## src/xmodem_checksum_receiver_assert.svh

```systemverilog
// ----------------------------------------------------------------------------
// XMODEM checksum receiver assertion macros
// Clocked assertion wrappers shared by the receiver RTL.
// ----------------------------------------------------------------------------
`ifndef XMODEM_CHECKSUM_RECEIVER_ASSERT_SVH
`define XMODEM_CHECKSUM_RECEIVER_ASSERT_SVH

// same-cycle implication, disabled in reset
`define XMCR_ASSERT_NOW(lbl, clk, rst_n, ante, cons) \
    lbl: assert property (@(posedge clk) disable iff (!(rst_n)) (ante) |-> (cons)) \
        else $error("xmcr assertion failed");

// next-cycle implication, disabled in reset
`define XMCR_ASSERT_NEXT(lbl, clk, rst_n, ante, cons) \
    lbl: assert property (@(posedge clk) disable iff (!(rst_n)) (ante) |=> (cons)) \
        else $error("xmcr assertion failed");

`endif

```

## src/xmcr_pkg.sv

```systemverilog
// ----------------------------------------------------------------------------
// XMODEM checksum receiver package
// Protocol codes, register indexes and shared types.
// ----------------------------------------------------------------------------
package xmcr_pkg;

    // item opcodes
    localparam logic [1:0] OP_START = 2'd0;
    localparam logic [1:0] OP_BYTE  = 2'd1;
    localparam logic [1:0] OP_TICK  = 2'd2;

    // control characters
    localparam logic [7:0] C_SOH = 8'h01;
    localparam logic [7:0] C_EOT = 8'h04;
    localparam logic [7:0] C_ACK = 8'h06;
    localparam logic [7:0] C_NAK = 8'h15;
    localparam logic [7:0] C_CAN = 8'h18;

    // end status codes
    localparam logic [1:0] ST_SUCCESS   = 2'd0;
    localparam logic [1:0] ST_CANCELLED = 2'd1;
    localparam logic [1:0] ST_RETRIES   = 2'd2;
    localparam logic [1:0] ST_REJECTED  = 2'd3;

    // configuration register indexes
    localparam logic [1:0] CFG_RETRY_LIMIT   = 2'd0;
    localparam logic [1:0] CFG_START_TIMEOUT = 2'd1;
    localparam logic [1:0] CFG_BYTE_TIMEOUT  = 2'd2;

    localparam logic [7:0]  RETRY_LIMIT_RST   = 8'd10;
    localparam logic [15:0] START_TIMEOUT_RST = 16'd6000;
    localparam logic [15:0] BYTE_TIMEOUT_RST  = 16'd2000;

    localparam int CFG_DATA_W = 16;
    localparam int CFG_IDX_W  = 2;

    typedef struct packed {
        logic [7:0]  retry_limit;
        logic [15:0] start_timeout;
        logic [15:0] byte_timeout;
    } t_cfg;

    typedef struct packed {
        logic       send_valid;
        logic [7:0] send_byte;
        logic       data_valid;
        logic [7:0] data_byte;
        logic [6:0] data_index;
        logic       verdict_valid;
        logic       packet_accepted;
        logic       finished;
        logic [1:0] end_status;
    } t_result;

endpackage

```

## src/xmcr_in_if.sv

```systemverilog
// ----------------------------------------------------------------------------
// XMODEM receiver input channel
// Valid/ready channel carrying one opcode and received byte per item.
// ----------------------------------------------------------------------------
interface xmcr_in_if;
    logic       valid;
    logic       ready;
    logic [1:0] opcode;
    logic [7:0] rx_byte;

    modport source (output valid, output opcode, output rx_byte, input ready);
    modport sink   (input valid, input opcode, input rx_byte, output ready);
endinterface

```

## src/xmcr_out_if.sv

```systemverilog
// ----------------------------------------------------------------------------
// XMODEM receiver result channel
// Valid/ready channel carrying one result item.
// ----------------------------------------------------------------------------
interface xmcr_out_if;
    logic       valid;
    logic       ready;
    logic       send_valid;
    logic [7:0] send_byte;
    logic       data_valid;
    logic [7:0] data_byte;
    logic [6:0] data_index;
    logic       verdict_valid;
    logic       packet_accepted;
    logic       finished;
    logic [1:0] end_status;

    modport source (
        output valid, input ready,
        output send_valid, output send_byte, output data_valid, output data_byte,
        output data_index, output verdict_valid, output packet_accepted,
        output finished, output end_status
    );
    modport sink (
        input valid, output ready,
        input send_valid, input send_byte, input data_valid, input data_byte,
        input data_index, input verdict_valid, input packet_accepted,
        input finished, input end_status
    );
endinterface

```

## src/xmodem_checksum_receiver.sv

```systemverilog
// ----------------------------------------------------------------------------
// XMODEM checksum receiver
// Receiving side of XMODEM (checksum mode) as an item-per-cycle engine.
// ----------------------------------------------------------------------------
// Usage:
//   i_item carries one item per handshake: opcode 0 starts a transfer,
//   1 delivers a received byte, 2 is a timer tick. o_result returns exactly
//   one result item per input item: reply byte to send (NAK/ACK), tentative
//   payload byte with its index, packet verdict and end of transfer.
//   Registers (retry limit, start and byte timeouts) are written through
//   i_cfg_we / i_cfg_idx / i_cfg_data while no item is in flight.
//   An item is held in the input register, processed combinationally and its
//   result offered from the result register. Throughput is one item per clock
//   while results are taken; the only sequential dependency is the transfer
//   state update, which completes in the same cycle.
//   If the result is not taken, the result register holds it and one more
//   item waits in the input register; then i_item.ready drops.
//   Reset (synchronous, i_rst_n low) empties both registers, returns the
//   transfer to idle and loads the register defaults 10 / 6000 / 2000.
// ----------------------------------------------------------------------------
module xmodem_checksum_receiver
    import xmcr_pkg::*;
#(
    parameter int BLOCK_BYTES = 128
) (
    input  logic                  i_clk,
    input  logic                  i_rst_n,
    xmcr_in_if.sink               i_item,
    xmcr_out_if.source            o_result,
    input  logic                  i_cfg_we,
    input  logic [CFG_IDX_W-1:0]  i_cfg_idx,
    input  logic [CFG_DATA_W-1:0] i_cfg_data
);

`include "xmodem_checksum_receiver_assert.svh"

    logic       r_in_valid;
    logic [1:0] r_in_op;
    logic [7:0] r_in_byte;
    logic       r_out_valid;
    t_result    r_out;

    t_cfg       cfg;
    t_result    step_res;
    logic       adv;
    logic       in_take;

    assign adv     = r_in_valid && (!r_out_valid || o_result.ready);
    assign in_take = i_item.valid && i_item.ready;
    assign i_item.ready = !r_in_valid || adv;

    xmcr_cfg_regs u_cfg (
        .i_clk   (i_clk),
        .i_rst_n (i_rst_n),
        .i_we    (i_cfg_we),
        .i_idx   (i_cfg_idx),
        .i_data  (i_cfg_data),
        .o_cfg   (cfg)
    );

    xmcr_fsm #(
        .BLOCK_BYTES (BLOCK_BYTES)
    ) u_fsm (
        .i_clk     (i_clk),
        .i_rst_n   (i_rst_n),
        .i_en      (adv),
        .i_opcode  (r_in_op),
        .i_rx_byte (r_in_byte),
        .i_cfg     (cfg),
        .o_result  (step_res)
    );

    always_ff @(posedge i_clk) begin
        if (!i_rst_n) begin
            r_in_valid <= 1'b0;
        end else if (in_take) begin
            r_in_valid <= 1'b1;
        end else if (adv) begin
            r_in_valid <= 1'b0;
        end
    end

    always_ff @(posedge i_clk) begin
        if (in_take) begin
            r_in_op   <= i_item.opcode;
            r_in_byte <= i_item.rx_byte;
        end
    end

    always_ff @(posedge i_clk) begin
        if (!i_rst_n) begin
            r_out_valid <= 1'b0;
        end else if (adv) begin
            r_out_valid <= 1'b1;
        end else if (o_result.ready) begin
            r_out_valid <= 1'b0;
        end
    end

    always_ff @(posedge i_clk) begin
        if (adv) begin
            r_out <= step_res;
        end
    end

    assign o_result.valid           = r_out_valid;
    assign o_result.send_valid      = r_out.send_valid;
    assign o_result.send_byte       = r_out.send_byte;
    assign o_result.data_valid      = r_out.data_valid;
    assign o_result.data_byte       = r_out.data_byte;
    assign o_result.data_index      = r_out.data_index;
    assign o_result.verdict_valid   = r_out.verdict_valid;
    assign o_result.packet_accepted = r_out.packet_accepted;
    assign o_result.finished        = r_out.finished;
    assign o_result.end_status      = r_out.end_status;

    // a verdict always carries a reply byte
    `XMCR_ASSERT_NOW(a_verdict_sends, i_clk, i_rst_n,
        r_out_valid && r_out.verdict_valid, r_out.send_valid)
    // accepted packet is answered with ACK
    `XMCR_ASSERT_NOW(a_accept_ack, i_clk, i_rst_n,
        r_out_valid && r_out.packet_accepted,
        r_out.verdict_valid && r_out.send_byte == C_ACK)
    // payload slots never judge or end the transfer
    `XMCR_ASSERT_NOW(a_data_alone, i_clk, i_rst_n,
        r_out_valid && r_out.data_valid, !r_out.verdict_valid && !r_out.finished)
    // a waiting item is kept while the result side stalls
    `XMCR_ASSERT_NEXT(a_hold_pending, i_clk, i_rst_n,
        r_in_valid && r_out_valid && !o_result.ready,
        r_in_valid && r_out_valid)

endmodule

```

## src/xmcr_cfg_regs.sv

```systemverilog
// ----------------------------------------------------------------------------
// XMODEM receiver configuration registers
// Retry limit and the two timeout values, write-only.
// ----------------------------------------------------------------------------
module xmcr_cfg_regs
    import xmcr_pkg::*;
(
    input  logic                  i_clk,
    input  logic                  i_rst_n,
    input  logic                  i_we,
    input  logic [CFG_IDX_W-1:0]  i_idx,
    input  logic [CFG_DATA_W-1:0] i_data,
    output t_cfg                  o_cfg
);

    t_cfg r_cfg;

    always_ff @(posedge i_clk) begin
        if (!i_rst_n) begin
            r_cfg.retry_limit   <= RETRY_LIMIT_RST;
            r_cfg.start_timeout <= START_TIMEOUT_RST;
            r_cfg.byte_timeout  <= BYTE_TIMEOUT_RST;
        end else if (i_we) begin
            case (i_idx)
                CFG_RETRY_LIMIT:   r_cfg.retry_limit   <= i_data[7:0];
                CFG_START_TIMEOUT: r_cfg.start_timeout <= i_data;
                CFG_BYTE_TIMEOUT:  r_cfg.byte_timeout  <= i_data;
                default: ;
            endcase
        end
    end

    assign o_cfg = r_cfg;

endmodule

```

## src/xmcr_fsm.sv

```systemverilog
// ----------------------------------------------------------------------------
// XMODEM receiver protocol engine
// Transfer state and per-item next-state / result logic.
// ----------------------------------------------------------------------------
module xmcr_fsm
    import xmcr_pkg::*;
#(
    parameter int BLOCK_BYTES = 128
) (
    input  logic       i_clk,
    input  logic       i_rst_n,
    input  logic       i_en,
    input  logic [1:0] i_opcode,
    input  logic [7:0] i_rx_byte,
    input  t_cfg       i_cfg,
    output t_result    o_result
);

    localparam int SLOT_W = $clog2(BLOCK_BYTES + 3);
    localparam int IDX_W  = SLOT_W + 7;
    localparam logic [SLOT_W-1:0] SLOT_CSUM = SLOT_W'(BLOCK_BYTES + 2);

    typedef enum logic [1:0] {
        PH_IDLE,
        PH_START,
        PH_PACKET,
        PH_BETWEEN
    } t_phase;

    t_phase             r_phase,  n_phase;
    logic [SLOT_W-1:0]  r_slot,   n_slot;
    logic [7:0]         r_sum,    n_sum;
    logic [7:0]         r_expect, n_expect;
    logic [7:0]         r_blk,    n_blk;
    logic [7:0]         r_cmp,    n_cmp;
    logic               r_tmo,    n_tmo;
    logic [7:0]         r_retry,  n_retry;
    logic [15:0]        r_idle,   n_idle;
    logic               r_lrej,   n_lrej;

    t_result            res;
    logic [15:0]        tick_inc;
    logic [15:0]        tick_lim;
    logic               tick_out;
    logic [7:0]         retry_inc;
    logic               abandon;
    logic               retry_en;
    logic               fill_en;
    logic               fill_timed;
    logic [7:0]         fill_val;
    logic               pkt_ok;
    logic [IDX_W-1:0]   idx_full;

    assign tick_inc  = r_idle + 16'd1;
    assign tick_lim  = (r_phase == PH_START) ? i_cfg.start_timeout : i_cfg.byte_timeout;
    assign tick_out  = !(tick_inc < tick_lim);
    assign retry_inc = r_retry + 8'd1;
    assign abandon   = !(retry_inc < i_cfg.retry_limit);
    assign idx_full  = {7'd0, r_slot} - IDX_W'(2);
    assign fill_val  = (i_opcode == OP_BYTE) ? i_rx_byte : 8'd0;
    assign fill_timed = (i_opcode == OP_TICK);
    // slot timeout of this item counts against the packet too
    assign pkt_ok = !(r_tmo || fill_timed) && (r_blk == r_expect)
                    && (r_cmp == ~r_expect) && (r_sum == fill_val);

    always_comb begin
        n_phase  = r_phase;
        n_slot   = r_slot;
        n_sum    = r_sum;
        n_expect = r_expect;
        n_blk    = r_blk;
        n_cmp    = r_cmp;
        n_tmo    = r_tmo;
        n_retry  = r_retry;
        n_idle   = r_idle;
        n_lrej   = r_lrej;
        res      = '0;
        retry_en = 1'b0;
        fill_en  = 1'b0;

        if (i_en) begin
            if (i_opcode == OP_START) begin
                n_phase  = PH_START;
                n_retry  = 8'd0;
                n_idle   = 16'd0;
                n_expect = 8'd1;
                n_lrej   = 1'b0;
                res.send_valid = 1'b1;
                res.send_byte  = C_NAK;
            end else if (i_opcode == OP_TICK && r_phase != PH_IDLE) begin
                n_idle = tick_inc;
                if (tick_out) begin
                    n_idle = 16'd0;
                    if (r_phase == PH_PACKET) begin
                        fill_en = 1'b1;
                    end else begin
                        retry_en = 1'b1;
                        if (r_phase == PH_START && !abandon) begin
                            res.send_valid = 1'b1;
                            res.send_byte  = C_NAK;
                        end
                    end
                end
            end else if (i_opcode == OP_BYTE) begin
                case (r_phase)
                    PH_PACKET: fill_en = 1'b1;
                    PH_START: begin
                        if (i_rx_byte == C_SOH) begin
                            n_phase = PH_PACKET;
                            n_slot  = '0;
                            n_sum   = 8'd0;
                            n_blk   = 8'd0;
                            n_cmp   = 8'd0;
                            n_tmo   = 1'b0;
                            n_idle  = 16'd0;
                        end else if (i_rx_byte == C_CAN) begin
                            n_phase = PH_IDLE;
                            res.finished   = 1'b1;
                            res.end_status = ST_CANCELLED;
                        end else begin
                            retry_en = 1'b1;
                            if (!abandon) begin
                                res.send_valid = 1'b1;
                                res.send_byte  = C_NAK;
                            end
                        end
                    end
                    PH_BETWEEN: begin
                        if (i_rx_byte == C_SOH) begin
                            n_retry = 8'd0;
                            n_phase = PH_PACKET;
                            n_slot  = '0;
                            n_sum   = 8'd0;
                            n_blk   = 8'd0;
                            n_cmp   = 8'd0;
                            n_tmo   = 1'b0;
                            n_idle  = 16'd0;
                        end else if (i_rx_byte == C_EOT) begin
                            n_retry = 8'd0;
                            n_phase = PH_IDLE;
                            res.send_valid = 1'b1;
                            res.send_byte  = C_ACK;
                            res.finished   = 1'b1;
                            res.end_status = r_lrej ? ST_REJECTED : ST_SUCCESS;
                        end else begin
                            retry_en = 1'b1;
                        end
                    end
                    default: ;
                endcase
            end

            if (fill_en) begin
                n_idle = 16'd0;
                if (fill_timed) begin
                    n_tmo = 1'b1;
                end
                if (r_slot == '0) begin
                    n_blk  = fill_val;
                    n_slot = r_slot + 1'b1;
                end else if (r_slot == SLOT_W'(1)) begin
                    n_cmp  = fill_val;
                    n_slot = r_slot + 1'b1;
                end else if (r_slot < SLOT_CSUM) begin
                    n_sum  = r_sum + fill_val;
                    n_slot = r_slot + 1'b1;
                    res.data_valid = 1'b1;
                    res.data_byte  = fill_val;
                    res.data_index = idx_full[6:0];
                end else begin
                    // checksum slot: judge the packet
                    res.verdict_valid = 1'b1;
                    res.send_valid    = 1'b1;
                    n_phase = PH_BETWEEN;
                    if (pkt_ok) begin
                        res.packet_accepted = 1'b1;
                        res.send_byte       = C_ACK;
                        n_retry  = 8'd0;
                        n_expect = r_expect + 8'd1;
                        n_lrej   = 1'b0;
                    end else begin
                        res.send_byte = C_NAK;
                        n_lrej   = 1'b1;
                        retry_en = 1'b1;
                    end
                end
            end

            if (retry_en) begin
                n_retry = retry_inc;
                n_idle  = 16'd0;
                if (abandon) begin
                    n_phase = PH_IDLE;
                    res.finished   = 1'b1;
                    res.end_status = ST_RETRIES;
                end
            end
        end
    end

    always_ff @(posedge i_clk) begin
        if (!i_rst_n) begin
            r_phase  <= PH_IDLE;
            r_slot   <= '0;
            r_sum    <= 8'd0;
            r_expect <= 8'd1;
            r_blk    <= 8'd0;
            r_cmp    <= 8'd0;
            r_tmo    <= 1'b0;
            r_retry  <= 8'd0;
            r_idle   <= 16'd0;
            r_lrej   <= 1'b0;
        end else begin
            r_phase  <= n_phase;
            r_slot   <= n_slot;
            r_sum    <= n_sum;
            r_expect <= n_expect;
            r_blk    <= n_blk;
            r_cmp    <= n_cmp;
            r_tmo    <= n_tmo;
            r_retry  <= n_retry;
            r_idle   <= n_idle;
            r_lrej   <= n_lrej;
        end
    end

    assign o_result = res;

endmodule

```

## src/flat_wrapper.sv

```systemverilog
// flat-port wrapper written by rule: the top's interface ports become plain ports
module xmodem_checksum_receiver_flat import xmcr_pkg::*;
#(
    parameter int BLOCK_BYTES = 128
)
  (i_clk, i_rst_n, i_cfg_we, i_cfg_idx, i_cfg_data, i_item_valid, i_item_opcode, i_item_rx_byte, i_item_ready, o_result_valid, o_result_ready, o_result_send_valid, o_result_send_byte, o_result_data_valid, o_result_data_byte, o_result_data_index, o_result_verdict_valid, o_result_packet_accepted, o_result_finished, o_result_end_status);
  xmcr_in_if i_item_i ();
  xmcr_out_if o_result_i ();
  input  logic i_clk;
  input  logic i_rst_n;
  input  logic i_cfg_we;
  input  logic [CFG_IDX_W-1:0] i_cfg_idx;
  input  logic [CFG_DATA_W-1:0] i_cfg_data;
  input wire logic [$bits(i_item_i.valid)-1:0] i_item_valid;
  input wire logic [$bits(i_item_i.opcode)-1:0] i_item_opcode;
  input wire logic [$bits(i_item_i.rx_byte)-1:0] i_item_rx_byte;
  output wire logic [$bits(i_item_i.ready)-1:0] i_item_ready;
  output wire logic [$bits(o_result_i.valid)-1:0] o_result_valid;
  input wire logic [$bits(o_result_i.ready)-1:0] o_result_ready;
  output wire logic [$bits(o_result_i.send_valid)-1:0] o_result_send_valid;
  output wire logic [$bits(o_result_i.send_byte)-1:0] o_result_send_byte;
  output wire logic [$bits(o_result_i.data_valid)-1:0] o_result_data_valid;
  output wire logic [$bits(o_result_i.data_byte)-1:0] o_result_data_byte;
  output wire logic [$bits(o_result_i.data_index)-1:0] o_result_data_index;
  output wire logic [$bits(o_result_i.verdict_valid)-1:0] o_result_verdict_valid;
  output wire logic [$bits(o_result_i.packet_accepted)-1:0] o_result_packet_accepted;
  output wire logic [$bits(o_result_i.finished)-1:0] o_result_finished;
  output wire logic [$bits(o_result_i.end_status)-1:0] o_result_end_status;
  assign i_item_i.valid = i_item_valid;
  assign i_item_i.opcode = i_item_opcode;
  assign i_item_i.rx_byte = i_item_rx_byte;
  assign i_item_ready = i_item_i.ready;
  assign o_result_valid = o_result_i.valid;
  assign o_result_i.ready = o_result_ready;
  assign o_result_send_valid = o_result_i.send_valid;
  assign o_result_send_byte = o_result_i.send_byte;
  assign o_result_data_valid = o_result_i.data_valid;
  assign o_result_data_byte = o_result_i.data_byte;
  assign o_result_data_index = o_result_i.data_index;
  assign o_result_verdict_valid = o_result_i.verdict_valid;
  assign o_result_packet_accepted = o_result_i.packet_accepted;
  assign o_result_finished = o_result_i.finished;
  assign o_result_end_status = o_result_i.end_status;
  xmodem_checksum_receiver #(.BLOCK_BYTES(BLOCK_BYTES)) u_core (.i_clk(i_clk), .i_rst_n(i_rst_n), .i_item(i_item_i), .o_result(o_result_i), .i_cfg_we(i_cfg_we), .i_cfg_idx(i_cfg_idx), .i_cfg_data(i_cfg_data));
endmodule
```

## config.mk

```make
export PLATFORM = sky130hd
export DESIGN_NAME = xmodem_checksum_receiver_flat
export DESIGN_NICKNAME = d
export VERILOG_FILES = /design/src/xmcr_pkg.sv /design/src/xmcr_in_if.sv /design/src/xmcr_out_if.sv /design/src/xmodem_checksum_receiver.sv /design/src/xmcr_cfg_regs.sv /design/src/xmcr_fsm.sv /design/src/flat_wrapper.sv
export VERILOG_INCLUDE_DIRS = /design/src /design/src/src
export SDC_FILE = /design/constraint.sdc
export NUM_CORES = 1
export LEC_CHECK = 0
export BUFFER_PORTS_ARGS = -buffer_cell sky130_fd_sc_hd__buf_4
export CAP_MARGIN = 10
export CORE_MARGIN = 1.5
export CORE_UTILIZATION = 60
export CTS_CLUSTER_SIZE = 30
export DETAILED_ROUTE_END_ITERATION = 12
export HOLD_SLACK_MARGIN = 0.06
export PLACE_DENSITY = 0.82
export SLEW_MARGIN = 5
export SYNTH_ARGS = -nofsm -noshare
export SYNTH_HDL_FRONTEND = slang
export SYNTH_HIERARCHICAL = 1
export SYNTH_SLANG_ARGS = --single-unit
```

## constraint.sdc

```tcl
create_clock -name i_clk -period 7.9 [get_ports i_clk]
set_input_delay 1.58 -clock i_clk [delete_from_list [all_inputs] [get_ports i_clk]]
set_output_delay 1.58 -clock i_clk [all_outputs]
set_load 0.01 [all_outputs]
```

==> impl_metrics.yaml, run 1 <==
outcome:
  status: "finished, final reports clean"
finish:
  post-route-cell-area_um2: 9150
  multi_input_area_um2: 4220
  fill_cells: 1015
  antenna_cells: 0
  syn_to_final_growth_pct: 13.8
  register_area_um2: 3400
  drive_gt1_share_pct: 12.6
  nets: 974
timing:
  setup_viol: 0
  layout_min_cycle_time_ns: 5.29
  fmax_mhz: 189
  worst_pin_slew_ns: 1.01
  slew_violations: 0
  rsz0062_at_grt: "false"
  finalSetupTns_ns: 0
  hold_violations: 0
  max_slew_margin_pct: 32.5
  skew_ns: 0.00676
  finalCritPeriodShare_pct: 66.9
yosys:
  synth_top_family_by_area: "simple AND/OR/NAND/NOR gates"
  synth-xor-area-share_pct: 3.59
  synth_simple_gate_area_share_pct: 21.3
  syn_inst: 856
  ys_ff_latch: 150
  synth_compound_area_share_pct: 14.5
  yosysWarnings: 6
  ys_types: 78
  synth.area.mux_share_pct: 6.74
  synth_edf_count: 40
  syn_avg_cell_area_um2: 9.39
  yosys.area_share.adder_pct: 6.01
  syn_area_um2: 8040
  synthArstFlopShare_pct: 0
  ys_seq_area_share_pct: 42.3
  ys.flop_type: "dfxtp_1"
floorplan:
  rows: 42
  die_h_um: 119
  dieWidth_um: 119
  dieArea_um2: 14100
  core_area_um2: 13100
  start_util_pct: 61.2
  num_io_pins: 65
run:
  cap_violations: 0
global_routing:
  grt_pass1_vias: 6052
  grt_max_degree: 78
  grt_pass1_wl_um: 29100
  antenna_found_initial: 0
  grt.overflow.total: 0
  groute.usage.overall_pct: 25.7
placed_design:
  placement.io_buffers: 64
  gp_congestion: 0.844
  post-dp-hpwl_um: 11900
  dpl_cell_area_um2: 8550
clock_network:
  numClockSinks: 150
  clk_pin_slew_ns: 0.06
  cts_root_buf: "clkbuf_16"
  cts_resized: 0
  numCtsBuffers: 17
  cts_setup_buffers: 0
  htreeDepth: 4
  ctsLongestPathBuffers: 2
  cts_hold_buffers: 0
  worstSkewPairLatency_ns: 0.43
  tritoncts: "yes"
setup_path:
  start_kind: "flip-flop"
  required_ns: 8.27
  cp.arrival_ns: 5.65
  cp_max_fo: 15
  critPathKind: "flip-flop to flip-flop"
  end_kind: "flip-flop"
detailed_routing:
  drt-vias-per-instance: 5.92
  avgRoutedWirePerCell_um: 16.0
  drt_wl_total_um: 17500
  drt-initial-drc-count: 643
  drc_errors: 0
  dr.pass1.iters: 6
  vias: 6467
  detail-route-antenna-nets: 0
power:
  power.total_mw: 1.76
  powerDensity_nw_per_um2: 192
  vdd_ir_drop_max_uv: 141
  p_leak_nw: 3.84
worst_hold_path:
  min_path_type: "flip-flop to flip-flop"
==> final timing paths <==
kind,from,end,slack (ns),cells past startpoint
hold reg to reg,u_core/u_cfg/o_cfg[32],u_core/u_cfg/o_cfg[32],0.46,2
setup reg to reg,u_core/u_fsm/r_idle[0],u_core/u_fsm/r_idle[10],2.61,17
setup / recovery,u_core/u_fsm/r_idle[0],u_core/u_fsm/r_idle[10],2.61,17
hold / removal,u_core/u_cfg/o_cfg[32],u_core/u_cfg/o_cfg[32],0.46,2
==> power by group <==
group	switching (mW)	internal, mW	leakage, nW
Clock	0.318	0.501	0.302
Sequential	0.0123	0.807	1.28
Combinational	0.0702	0.0515	2.27
==> logic make-up (layout without fill, tap and decap cells) <==
kind of cell | after synthesis | in the layout
DFF | 150 | 150
adders and majority gates | 38 | 38
buffers and inverters | 95 | 152
AOI/OAI and AO/OA | 166 | 166
other | 1 | 4
xor gates and xnor gates | 33 | 33
and+or+nand+nor | 319 | 319
muxes | 54 | 54
==> metrics by stage <==
step,utilization (%),worst slack (ns),hold WS (ns),instances
2_1_floorplan,-,2.97,0.431,859
3_3_place_gp,65.1,2.86,0.443,1060
3_5_place_dp,65.1,2.68,0.447,1060
4_1_cts,69.7,2.62,0.458,1092
5_1_grt,69.7,2.23,0.478,1092
6_report,69.7,2.61,0.456,1092
==> cell usage after synthesis (6+ instances only) <==
library cell / number / area [µm²]
nor3_1: 16 / 80.1
nor2_1: 56 / 210
dfxtp_1: 110 / 2200
nand2b_1: 9 / 56.3
o22ai_1: 7 / 43.8
nand3_1: 33 / 165
nand2_1: 91 / 342
nand4_1: 11 / 68.8
inv_1: 52 / 195
xor2_1: 13 / 114
buf_2: 8 / 40.0
ha_1: 37 / 463
and2_1: 6 / 37.5
nor4_1: 6 / 37.5
or3_1: 6 / 37.5
a221o_1: 7 / 70.1
o21ai_0: 28 / 140
nor2b_1: 25 / 156
and3b_1: 6 / 52.6
clkbuf_1: 21 / 78.8
edfxtp_1: 40 / 1200
o2bb2ai_1: 23 / 201
nand3b_1: 7 / 52.6
and3_1: 10 / 62.6
o21a_1: 12 / 90.1
o211ai_1: 11 / 82.6
buf_4: 8 / 60.1
xnor2_1: 20 / 175
a21oi_1: 34 / 170
mux2i_1: 53 / 531
nand4b_1: 6 / 52.6
==> metal layers <==
layer | part of all wire, % | global-route usage [%]
met1 | 45 | 34.2
met2 | 47 | 41.6
met3 | 5.8 | 5.84
met4 | 1.8 | 8.21
met5 | 0 | 0
==> layout by cell type (no fill, tap or decap), drive strengths merged, types with 9 or more instances in the layout <==
cell type,instances
xor2,13
a21oi,34
nor3,17
nand2,91
ha,37
o2bb2ai,23
xnor2,20
nand2b,9
nor2b,26
clkbuf,24
nor2,57
dfxtp,110
nand3,33
buf,68
mux2i,53
edfxtp,40
and3,10
o21a,12
inv,57
o211ai,11
nand4,11
o21ai,30
==> area by class of cell <==
type / count / area share, %
tap: 176 / 2.41
clock buffer: 24 / 5.74
timing repair buffer: 68 / 5.58
multi-input combinational: 614 / 46.1
clock inverter: 8 / 0.875
sequential: 150 / 37.2
inverter: 52 / 2.13
==> sequential cells by signal, summed over array words and instances, names as in the netlist, 2 cells and up <==
name / count
u_core/o_result.end_status: 2
u_core/u_fsm/r_phase: 2
u_core/o_result.data_byte: 8
u_core/u_fsm/r_blk: 8
u_core/u_fsm/r_slot: 8
u_core/r_in_byte: 8
u_core/u_fsm/r_cmp: 8
u_core/u_fsm/r_retry: 8
u_core/u_cfg/o_cfg: 40
u_core/u_fsm/r_expect: 8
u_core/o_result.send_byte: 8
u_core/u_fsm/r_idle: 16
u_core/r_in_op: 2
u_core/o_result.data_index: 7
u_core/u_fsm/r_sum: 8
==> worst max-delay path, cell delays in order (launching register included) <==
cell and delay [ns]:
dfxtp_1 0.41, ha_1 0.26, nand3_1 0.20, or2_2 0.39
nor2_1 0.31, nand3_1 0.21, nor2_1 0.20, nand3_1 0.11
xnor2_1 0.22, ha_1 0.28, nand4_1 0.15, nor3_1 0.07
or3_1 0.44, or2_2 0.37, or4b_1 0.70, nor2_2 0.55
and3_1 0.24, a221o_1 0.10
Note: power is estimated with default switching activity, not from simulation.
==> inputs of run 2 (changes only) <==
Settings changed: ABC_AREA set to 1, CORE_UTILIZATION 60 to 55, PLACE_DENSITY 0.82 to 0.79.
Clock period 7.9 ns to 4.3 ns, I/O delays scaled along.
==> run 2 against run 1 <==
Compared with the run above:
- global-route usage shrank 0.062 points
- register-to-register slack lost 2.2 ns
- routed wire length grew 28%
- design area grew 13%
- clock-buffer cell count shrank 3
- total power grew 95%
- highest routed layer unchanged
- die area grew 23%
- core utilization shrank 5.2 points
- setup slack lost 2.2 ns
- sequential power grew 90%
- non-clock buffer count grew 12
- critical path type unchanged
- largest power group unchanged
==> impl_metrics.yaml, run 2 <==
outcome:
  status: "finished, final reports clean"
yosys:
  ys_ff_latch: 150
  yosysWarnings: 6
  ys_types: 50
  syn_inst: 1265
  yosysMostFrequentCell: "nand2_1"
  synth_top_area_share_pct: 24.3
  synth_top_area_cell: "dfxtp_1"
  ys.flop_type: "dfxtp_1"
  synth_area_leaders: "dfxtp_1 24%, edfxtp_1 13%, nand2_1 9.4%"
  synthArstFlopShare_pct: 0
  synth_edf_count: 40
  ys_seq_area_share_pct: 37.5
  syn_avg_cell_area_um2: 7.18
  synth_common_cells: "227 x nand2_1, 176 x inv_1, 151 x nor2_1"
  syn_area_um2: 9080
finish:
  multi_input_area_um2: 4740
  fill_cells: 1437
  syn_to_final_growth_pct: 13.6
  final_cell_mix: "225 x nand2_1, 176 x inv_1, 149 x nor2_1, 144 x nand3_1, 110 x dfxtp_1"
  register_area_um2: 3400
  largest_register_ffs: 40
  drive_gt1_share_pct: 11.4
  antenna_cells: 0
  nets: 1378
  post-route-cell-area_um2: 10300
  stdcell_count: 1536
  final_common_cell: "nand2_1"
setup_path:
  required_ns: 4.64
  start_kind: "flip-flop"
  r2r-start: "u_core/u_fsm/r_idle[0]"
  crit_cells: 24
  cp.arrival_ns: 4.27
  slowest_stage: "dfxtp_1"
  path_delay_family: "simple AND/OR/NAND/NOR gates"
  end_kind: "flip-flop"
  cp_cell_sequence: "inv_1 -> nor3_2 -> inv_1 -> nor2_1 -> nand3_1 -> nor2_1 -> nand3_1 -> nor2_1 -> nand3_1 -> xor2_1 -> ha_1 -> nand2_1 -> inv_1 -> nand3_1 -> nor3_1 -> nand2_1 -> nand2_4 -> nand2_4 -> nand2_4 -> nand4_4 -> nand3_4 -> buf_4 -> nand3_1 -> a21oi_1"
  cp_max_fo: 10
  crit_top_cell: "nand3_1"
  cp.buffers_inverters: 4
  cp-startpoint: "u_core/u_fsm/r_idle[0]"
  reg2reg_depth: 24
  critPathKind: "flip-flop to flip-flop"
  cpPeakStageDelay_ns: 0.36
global_routing:
  grt.overflow.total: 0
  grt_max_degree: 90
  groute.usage.overall_pct: 25.6
  grt_pass1_vias: 7457
  grt_pass1_wl_um: 36300
  antenna_found_initial: 0
detailed_routing:
  vias: 8376
  avgRoutedWirePerCell_um: 14.5
  drt_wl_total_um: 22300
  detail-route-antenna-nets: 0
  drc_errors: 0
  drt-initial-drc-count: 834
  drt-vias-per-instance: 5.45
  dr.pass1.iters: 6
clock_network:
  numCtsBuffers: 17
  htreeDepth: 4
  ctsLongestPathBuffers: 2
  numClockSinks: 150
  clk_pin_slew_ns: 0.06
  tritoncts: "yes"
  worstSkewPairLatency_ns: 0.42
  cts_root_buf: "clkbuf_16"
power:
  swShare_pct: 26.0
  combPwrFrac_pct: 12.1
  powerDensity_nw_per_um2: 333
  switchingPower_mw: 0.892
  vdd_ir_drop_max_uv: 314
  p_leak_nw: 4.83
  internal_power_mw: 2.54
  power_frac_seq_pct: 45.3
  clkPwrFrac_pct: 42.5
timing:
  finalSetupTns_ns: 0
  worst_pin_slew_ns: 0.762
  setup_viol: 0
  hold_violations: 0
  finalCritPeriodShare_pct: 91.4
  max_slew_margin_pct: 49.2
  fmax_mhz: 254
  whs_ns: 0.459
  slew_violations: 0
  layout_min_cycle_time_ns: 3.93
  skew_ns: 0.0104
  rsz0062_at_grt: "false"
placed_design:
  dpl_cell_area_um2: 9620
  placement.io_buffers: 64
  post-dp-hpwl_um: 15600
  gp_congestion: 0.898
  placed_cells: 1497
floorplan:
  die_h_um: 131
  start_util_pct: 56.7
  core_area_um2: 16000
  dieWidth_um: 131
  num_io_pins: 65
  dieArea_um2: 17300
  rows: 46
worst_hold_path:
  min_path_type: "flip-flop to flip-flop"
  min_from: "u_core/u_cfg/o_cfg[9]"
  holdPathStages: 2
run:
  cap_violations: 0
run 2: cell types whose count changed after synthesis, sizes merged, moves of 16 or more:
cell     delta
a21oi      +63
inv       +130
mux2i      -38
nand2     +148
nand3     +115
nor2       +97
nor2b      -26
o21ai      +27
o2bb2ai    -23
xnor2      -16
xor2       +24
run 2: final timing paths:
kind,end,slack (ns)
worst max register to register,u_core/u_fsm/r_idle[5],0.37
worst max-delay path,u_core/u_fsm/r_idle[5],0.37
worst min register to register,u_core/u_cfg/o_cfg[9],0.46
worst min-delay path,u_core/u_cfg/o_cfg[9],0.46
run 2: cell type report:
class	instances	share of cell area, %
Clock buffer	21	4.40
Clock inverter	11	1.21
Inverter	184	6.72
Multi-Input combinational cell	874	46.0
Sequential cell	150	33.0
Tap cell	216	2.62
Timing Repair Buffer	80	6.07
run 2: per-stage QoR:
step	worst slack, ns	util, %	power, mW
global route	0.0121	64.4	3.58
CTS	0.0279	63.7	3.44
global placement	0.334	60.1	1.98
floorplan	0.368	-	1.87
finish	0.369	64.4	3.43
detailed placement	0.163	60.1	1.99
run 2: routing by layer:
layer  wire length (µm)  global-route usage [%]  part of all wire, %  up-vias
met2              10300                    40.7                   46      317
li1                   -                       -                    -     4204
met4                207                    6.30                 0.93        0
met1              10300                    36.2                   46     3840
met3               1500                    4.51                  6.7       15
met5                  0                       0                    0        -
run 2: kinds of logic after synthesis:
| kind of cell | share of synthesized area [%] |
|---|---|
| AO/OA/AOI/OAI | 10.4 |
| XOR/XNOR | 3.96 |
| flip-flops | 37.5 |
| adder cells (fa/ha/maj) | 5.32 |
| other | 0.0413 |
| buffers and inverters | 11.0 |
| AND/OR/NAND/NOR | 30.1 |
| multiplexers | 1.65 |
run 2: worst register-to-register path: stages, from the launching register on:
cell and delay [ns]:
dfxtp_1 0.36, inv_1 0.09, nor3_2 0.26, inv_1 0.07
nor2_1 0.16, nand3_1 0.13, nor2_1 0.19, nand3_1 0.14
nor2_1 0.20, nand3_1 0.11, xor2_1 0.18, ha_1 0.31
nand2_1 0.07, inv_1 0.05, nand3_1 0.08, nor3_1 0.15
nand2_1 0.11, nand2_4 0.12, nand2_4 0.08, nand2_4 0.14
nand4_4 0.20, nand3_4 0.25, buf_4 0.18, nand3_1 0.08
a21oi_1 0.17
run 2: repair_timing:
item                       4_1_cts  5_1_grt
gates resized for setup          0       11
hold buffers                     0        0
hold endpoints to repair         0        0
setup buffers                    0        7
setup endpoints to repair        0       85
run 2: power groups by stage:
stage / sequential, mW / combinational, mW / clock [mW]
final: 1.56 / 0.416 / 1.46
after detailed placement: 1.59 / 0.402 / 0
after floorplan: 1.58 / 0.291 / 0
after global placement: 1.58 / 0.394 / 0
after CTS: 1.56 / 0.406 / 1.48
after global routing: 1.56 / 0.463 / 1.55
